--- config.mk ---
export PLATFORM = sky130hd
export DESIGN_NAME = ack_range_validate_and_cover
export DESIGN_NICKNAME = d
export VERILOG_FILES = /design/src/arvc_pkg.sv /design/src/arvc_step.sv /design/src/ack_range_validate_and_cover.sv
export SDC_FILE = /design/constraint.sdc
export NUM_CORES = 1
export LEC_CHECK = 0
export ABC_AREA = 0
export BUFFER_PORTS_ARGS = -buffer_cell sky130_fd_sc_hd__buf_2
export CAP_MARGIN = 20
export CORE_MARGIN = 2
export CORE_UTILIZATION = 53
export DETAILED_ROUTE_END_ITERATION = 8
export PLACE_DENSITY = 0.72
export SLEW_MARGIN = 0
export SYNTH_ARGS = -nofsm -noshare
export SYNTH_HDL_FRONTEND = slang
export SYNTH_HIERARCHICAL = 1
export SYNTH_SLANG_ARGS = --single-unit
--- constraint.sdc ---
create_clock -name clk -period 21.2 [get_ports clk]
set_input_delay 3.18 -clock clk [delete_from_list [all_inputs] [get_ports clk]]
set_output_delay 3.18 -clock clk [all_outputs]
set_load 0.005 [all_outputs]
--- src/arvc_pkg.sv ---
`default_nettype none

package arvc_pkg;

	localparam int NUM_W = 62;
	localparam int ERR_W = 3;

	// request kinds carried on tuser
	localparam logic REQ_HEADER = 1'b0;
	localparam logic REQ_RANGE  = 1'b1;

	// status codes
	localparam logic [ERR_W-1:0] ST_OK        = 3'd0;
	localparam logic [ERR_W-1:0] ST_FIRST_BIG = 3'd1;
	localparam logic [ERR_W-1:0] ST_ZERO_LEN  = 3'd2;
	localparam logic [ERR_W-1:0] ST_GAP_UNDER = 3'd3;
	localparam logic [ERR_W-1:0] ST_LEN_UNDER = 3'd4;

	// stream widths, five numbers packed and padded to bytes
	localparam int IN_FIELDS_W = 5 * NUM_W;
	localparam int IN_DATA_W   = ((IN_FIELDS_W + 7) / 8) * 8;
	localparam int OUT_DATA_W  = 8;

	typedef struct packed {
		logic             frame_open;
		logic [NUM_W-1:0] cur_smallest;
		logic [ERR_W-1:0] err_code;
		logic [NUM_W-1:0] query_hold;
		logic             cover_found;
		logic             cover_decided;
		logic             chain_ended;
	} arvc_state_t;

endpackage

`default_nettype wire

--- src/arvc_step.sv ---
`default_nettype none

module arvc_step (
	input  arvc_pkg::arvc_state_t           state_q,
	input  logic                            req_type,
	input  logic [arvc_pkg::NUM_W-1:0]      top_acked,
	input  logic [arvc_pkg::NUM_W-1:0]      first_range_len,
	input  logic [arvc_pkg::NUM_W-1:0]      query_number,
	input  logic [arvc_pkg::NUM_W-1:0]      gap_value,
	input  logic [arvc_pkg::NUM_W-1:0]      range_len,
	input  logic                            is_last,
	output arvc_pkg::arvc_state_t           state_d,
	output logic                            emit,
	output logic [arvc_pkg::ERR_W-1:0]      status_code,
	output logic                            covered
);
	import arvc_pkg::*;

	logic             hdr_first_big;
	logic [NUM_W-1:0] hdr_small;
	logic [NUM_W:0]   gap_plus2;
	logic             gap_under;
	logic [NUM_W-1:0] rng_hi;
	logic [NUM_W-1:0] len_m1;
	logic             len_zero;
	logic             len_under;
	logic [NUM_W-1:0] rng_lo;
	logic             q_above_hi;
	logic             q_at_least_lo;
	arvc_state_t      nxt;
	logic             emit_v;

	// header checks
	assign hdr_first_big = first_range_len > top_acked;
	assign hdr_small     = top_acked - first_range_len;

	// range checks, gap plus two kept one bit wider so it cannot wrap
	assign gap_plus2     = {1'b0, gap_value} + (NUM_W+1)'(2);
	assign gap_under     = {1'b0, state_q.cur_smallest} < gap_plus2;
	assign rng_hi        = state_q.cur_smallest - gap_value - NUM_W'(2);
	assign len_zero      = range_len == '0;
	assign len_m1        = range_len - NUM_W'(1);
	assign len_under     = len_m1 > rng_hi;
	assign rng_lo        = rng_hi - len_m1;
	assign q_above_hi    = state_q.query_hold > rng_hi;
	assign q_at_least_lo = state_q.query_hold >= rng_lo;

	always_comb begin
		nxt    = state_q;
		emit_v = 1'b0;
		if (req_type == REQ_HEADER) begin
			nxt.frame_open    = 1'b1;
			nxt.err_code      = ST_OK;
			nxt.query_hold    = query_number;
			nxt.cover_found   = 1'b0;
			nxt.cover_decided = 1'b0;
			nxt.chain_ended   = 1'b0;
			nxt.cur_smallest  = '0;
			if (hdr_first_big) begin
				nxt.err_code = ST_FIRST_BIG;
			end else begin
				nxt.cur_smallest = hdr_small;
				if (query_number > top_acked) begin
					nxt.cover_decided = 1'b1;
				end else if (query_number >= hdr_small) begin
					nxt.cover_decided = 1'b1;
					nxt.cover_found   = 1'b1;
				end
			end
			emit_v = is_last;
		end else if (state_q.frame_open) begin
			emit_v = is_last;
			if (state_q.err_code == ST_OK && !state_q.chain_ended) begin
				if (len_zero) begin
					nxt.err_code = ST_ZERO_LEN;
				end else if (gap_under) begin
					nxt.err_code = ST_GAP_UNDER;
				end else if (len_under) begin
					nxt.err_code = ST_LEN_UNDER;
				end else begin
					nxt.cur_smallest = rng_lo;
					if (!state_q.cover_decided) begin
						if (q_above_hi) begin
							nxt.cover_decided = 1'b1;
							nxt.cover_found   = 1'b0;
						end else if (q_at_least_lo) begin
							nxt.cover_decided = 1'b1;
							nxt.cover_found   = 1'b1;
						end
					end
					// chain reached zero, nothing below is left to cover
					if (rng_lo == '0) begin
						nxt.chain_ended = 1'b1;
						if (!nxt.cover_decided) begin
							nxt.cover_decided = 1'b1;
							nxt.cover_found   = 1'b0;
						end
					end
				end
			end
		end
		if (emit_v) begin
			nxt.frame_open = 1'b0;
		end
	end

	assign state_d     = nxt;
	assign emit        = emit_v;
	assign status_code = nxt.err_code;
	assign covered     = (nxt.err_code == ST_OK) && nxt.cover_decided && nxt.cover_found;

endmodule

`default_nettype wire

--- src/ack_range_validate_and_cover.sv ---
// ack range validate and cover: walks the range chain of one acknowledgement
// frame. a header request (tuser 0) opens the frame with the largest acked
// number, the first range length and a packet number under test; each range
// request (tuser 1) brings an already decoded gap and length. the frame is
// checked for a first range larger than the largest number, zero lengths,
// gap underflow and length underflow (first error wins), and the block finds
// whether the test number sits inside any range. one result leaves after the
// request marked with tlast: tdata holds the status code and the covered
// flag, which is 0 whenever the status is not ok. range requests with no
// open frame are dropped, and a header while a frame is open abandons the
// old frame without a result. rate: one request per clock, unless a
// request that makes a result waits for the result slot. the last request
// of a frame passes through the input register and the step logic into the
// result register. the range walk state is updated by the step logic
// between the input register and the result register. while a result waits
// on m_axis_tready the input register still takes requests; a request that
// makes a result then waits there until the result slot frees, and stalls s_axis_tready.
`default_nettype none

module ack_range_validate_and_cover (
	input  logic                                clk,
	input  logic                                arst_n,
	// request stream
	input  logic                                s_axis_tvalid,
	output logic                                s_axis_tready,
	// [61:0] top_acked, [123:62] first_range_len, [185:124] query_number,
	// [247:186] gap_value, [309:248] range_len, [311:310] zero
	input  logic [arvc_pkg::IN_DATA_W-1:0]      s_axis_tdata,
	// [0] req_type
	input  logic                                s_axis_tuser,
	// is_last
	input  logic                                s_axis_tlast,
	// result stream
	output logic                                m_axis_tvalid,
	input  logic                                m_axis_tready,
	// [2:0] status_code, [3] covered, [7:4] zero
	output logic [arvc_pkg::OUT_DATA_W-1:0]     m_axis_tdata
);
	import arvc_pkg::*;

	// input register
	logic             item_valid_s1;
	logic             req_type_s1;
	logic             is_last_s1;
	logic [NUM_W-1:0] top_acked_s1;
	logic [NUM_W-1:0] first_range_len_s1;
	logic [NUM_W-1:0] query_number_s1;
	logic [NUM_W-1:0] gap_value_s1;
	logic [NUM_W-1:0] range_len_s1;

	// frame walk state
	arvc_state_t      state_q;
	arvc_state_t      state_d;

	// result register
	logic             out_valid_q;
	logic [ERR_W-1:0] out_status_q;
	logic             out_covered_q;

	logic             emit;
	logic [ERR_W-1:0] step_status;
	logic             step_covered;
	logic             out_free;
	logic             advance;
	logic             in_accept;

	arvc_step u_step (
		.state_q         (state_q),
		.req_type        (req_type_s1),
		.top_acked       (top_acked_s1),
		.first_range_len (first_range_len_s1),
		.query_number    (query_number_s1),
		.gap_value       (gap_value_s1),
		.range_len       (range_len_s1),
		.is_last         (is_last_s1),
		.state_d         (state_d),
		.emit            (emit),
		.status_code     (step_status),
		.covered         (step_covered)
	);

	// result slot is free when empty or being taken this cycle
	assign out_free      = !out_valid_q || m_axis_tready;
	// a request that makes no result never waits on the output side
	assign advance       = item_valid_s1 && (!emit || out_free);
	assign s_axis_tready = !item_valid_s1 || advance;
	assign in_accept     = s_axis_tvalid && s_axis_tready;

	always_ff @(posedge clk or negedge arst_n) begin
		if (!arst_n) begin
			item_valid_s1 <= 1'b0;
		end else if (in_accept) begin
			item_valid_s1 <= 1'b1;
		end else if (advance) begin
			item_valid_s1 <= 1'b0;
		end
	end

	// request payload, no reset needed
	always_ff @(posedge clk) begin
		if (in_accept) begin
			req_type_s1        <= s_axis_tuser;
			is_last_s1         <= s_axis_tlast;
			top_acked_s1       <= s_axis_tdata[NUM_W-1:0];
			first_range_len_s1 <= s_axis_tdata[2*NUM_W-1:NUM_W];
			query_number_s1    <= s_axis_tdata[3*NUM_W-1:2*NUM_W];
			gap_value_s1       <= s_axis_tdata[4*NUM_W-1:3*NUM_W];
			range_len_s1       <= s_axis_tdata[5*NUM_W-1:4*NUM_W];
		end
	end

	// walk state moves once per request taken from the input register
	always_ff @(posedge clk or negedge arst_n) begin
		if (!arst_n) begin
			state_q <= '0;
		end else if (advance) begin
			state_q <= state_d;
		end
	end

	always_ff @(posedge clk or negedge arst_n) begin
		if (!arst_n) begin
			out_valid_q <= 1'b0;
		end else if (advance && emit) begin
			out_valid_q <= 1'b1;
		end else if (m_axis_tready) begin
			out_valid_q <= 1'b0;
		end
	end

	always_ff @(posedge clk) begin
		if (advance && emit) begin
			out_status_q  <= step_status;
			out_covered_q <= step_covered;
		end
	end

	assign m_axis_tvalid = out_valid_q;
	assign m_axis_tdata  = {{(OUT_DATA_W-ERR_W-1){1'b0}}, out_covered_q, out_status_q};

endmodule

`default_nettype wire

==> results.cfg <==
[run_status]
outcome = completed

[min_path]
hold_path.class = reg -> reg

[synthesis]
synthAdderAreaFrac_pct = 16.9
synthMuxAreaShare_pct = 2.13
synth_top_family_by_area = compound AO/OA/AOI/OAI gates
synth_seq_cells = 449
synth_xor_area_share_pct = 6.36
synth.avg_cell_area_um2 = 9.16
synthArstFlopShare_pct = 29.6
ys_types = 104
yosysWarnings = 6
synth_edf_count = 316
netlist_instances = 4497
synthSimpleGateAreaFrac_pct = 18.6
synth_top_flop_cell = edfxtp_1
syn_area_um2 = 41200
synth_compound_area_share_pct = 18.8
ys_seq_area_share_pct = 31.1

[place]
dpl.hpwl_um = 94500
io_buffers = 321
dp_cells = 5719
gp_congestion = 0.955
postPlaceCellArea_um2 = 43500

[finish]
fin_cells = 5817
drive_above_1_share_pct = 13.3
layout_commonest_cell = ha_1
fin_util_pct = 58.8
final_area_um2 = 45400
areaGrowthSynthToFinish_pct = 10.2
num_antenna_cells = 0
finalNetCount = 5606
layout_common_cells = ha_1, inv_1, nand2_1
n_fill_cell = 6751

[worst_setup_path]
slowest_delay_ps = 760
crit_required_ps = 21740
path_class = reg -> reg
arrival_ps = 11030
slowest_stage = a311oi_1
cp_max_fo = 9
end_kind = flip-flop
worstSetupStartpointType = flip-flop

[global_route]
grt_antenna_before_repair = 0
grt_max_degree = 144
grt.total_usage_pct = 29.5
grt-ovfl-total = 0
grt_pass1_wl_um = 183000
grt_pass1_vias = 32300

[routing]
drt_iter0_drc = 3266
post_drt_wl_per_cell_um = 20.8
ant_nets = 0
dr.pass1.iters = 6
drt-total-wl_um = 121000
drc = 0
vias_per_cell = 6.00
vias = 34900

[timing]
slew_viol_final = 0
tightest_slew_ps = 1220
finalHoldViolCount = 0
post-route-period-util_pct = 49.5
finalSetupTns_ps = 0
fmaxAchievable_ghz = 0.0953
holdWs_ps = 548
relSlewSlack_pct = 17.8
rsz0062_at_grt = false
fin_crit_ps = 10490
setup_viol = 0
fin_skew_ps = 37.8

[clock_tree]
hold_buffers = 0
clkLatencyLatePin_ps = 640
clk_pin_slew_worst_paths_ps = 70
htreeDepth = 2
post_cts_resized = 0
cts_inserted_buffers = 52
post_cts_buffers = 0
root_buffer = clkbuf_16
cts_tree = built
clock_sinks = 449
cts_buffer_depth = 3

[floorplan]
initial_core_util_pct = 53.4
rows = 102
io_pins = 328
core-area_um2 = 77200
dieWidth_um = 283
die_y_um = 283
die_area_um2 = 80000

[power]
ir_worst_vdd_v = 0.0000677
power_density_nw_per_um2 = 133
p_leak_uw = 0.0206

[flow_run]
maxCapViolCount = 0
sequential cells by signal (all words and copies together), names as in the netlist, 3 cells and up:
signal	cells
top_acked_s1	62
query_number_s1	62
first_range_len_s1	62
gap_value_s1	62
state_q	131
out_status_q	3
range_len_s1	62
cell families after synthesis:
family	after synthesis
fa+ha+maj	555
other cells	1
simple gates	1407
buf+inv	610
compound gates	1105
flops	449
xor+xnor	290
mux	80
power breakdown:
group | switching, µW | internal (µW) | total [µW]
Sequential | 159 | 1040 | 1200
Combinational | 2400 | 1480 | 3880
Clock | 400 | 572 | 972
cells in the mapped netlist, drive strengths merged, types with 121 or more instances:
cell type / number / area (µm²)
xnor2: 164 / 1440
nand4b: 134 / 1170
ha: 550 / 6880
nand2b: 178 / 1120
a21oi: 268 / 1340
inv: 446 / 1670
o211ai: 167 / 1700
o21ai: 197 / 990
nor2: 182 / 686
dfrtp: 133 / 3330
a21o: 194 / 1460
nand2: 386 / 1450
edfxtp: 316 / 9490
xor2: 121 / 1060
per-layer routing:
metal	up-vias	part of all wire, %	global-route usage, %
met1	16600	48	45.2
met2	1270	41	42.4
met4	0	3.3	9.52
met3	170	8.1	4.27
li1	16900	-	-
met5	-	0	0
final timing paths:
path | from | end | slack, ps | cells past startpoint
setup / recovery | state_q[69] | state_q[2] | 10710 | 43
hold / removal | state_q[130] | state_q[130] | 550 | 2
setup reg to reg | state_q[69] | state_q[2] | 10710 | 43
hold reg to reg | state_q[130] | state_q[130] | 550 | 2
max in group asynchronous | arst_n | m_axis_tvalid | 16970 | 2
min in group asynchronous | arst_n | state_q[70] | 2670 | 1
worst max-delay path, delay by kind of cell (launching register included):
family	cells	cell delay [ps]
AOI/OAI and AO/OA	19	4570
xor gates and xnor gates	2	870
adders and majority gates	5	1610
buffers and inverters	4	290
DFF	1	470
and+or+nand+nor	13	2560
cell type report:
class | count | area (µm²) | area share, %
inverter | 446 | 1670 | 3.69
clock inverter | 40 | 517 | 1.14
sequential | 449 | 12800 | 28.2
timing repair buffer | 345 | 1820 | 4.01
tap | 1040 | 1300 | 2.87
clock buffer | 56 | 1340 | 2.95
multi-input combinational | 3441 | 25900 | 57.1
metrics by stage:
stage / setup slack [ps] / power, µW
final: 10710 / 6050
after floorplan: 10000 / 3890
after CTS: 10910 / 5950
after global placement: 11080 / 4900
after global routing: 10070 / 6510
after detailed placement: 11010 / 4950
No activity file was read; power rests on OpenSTA's default activity.
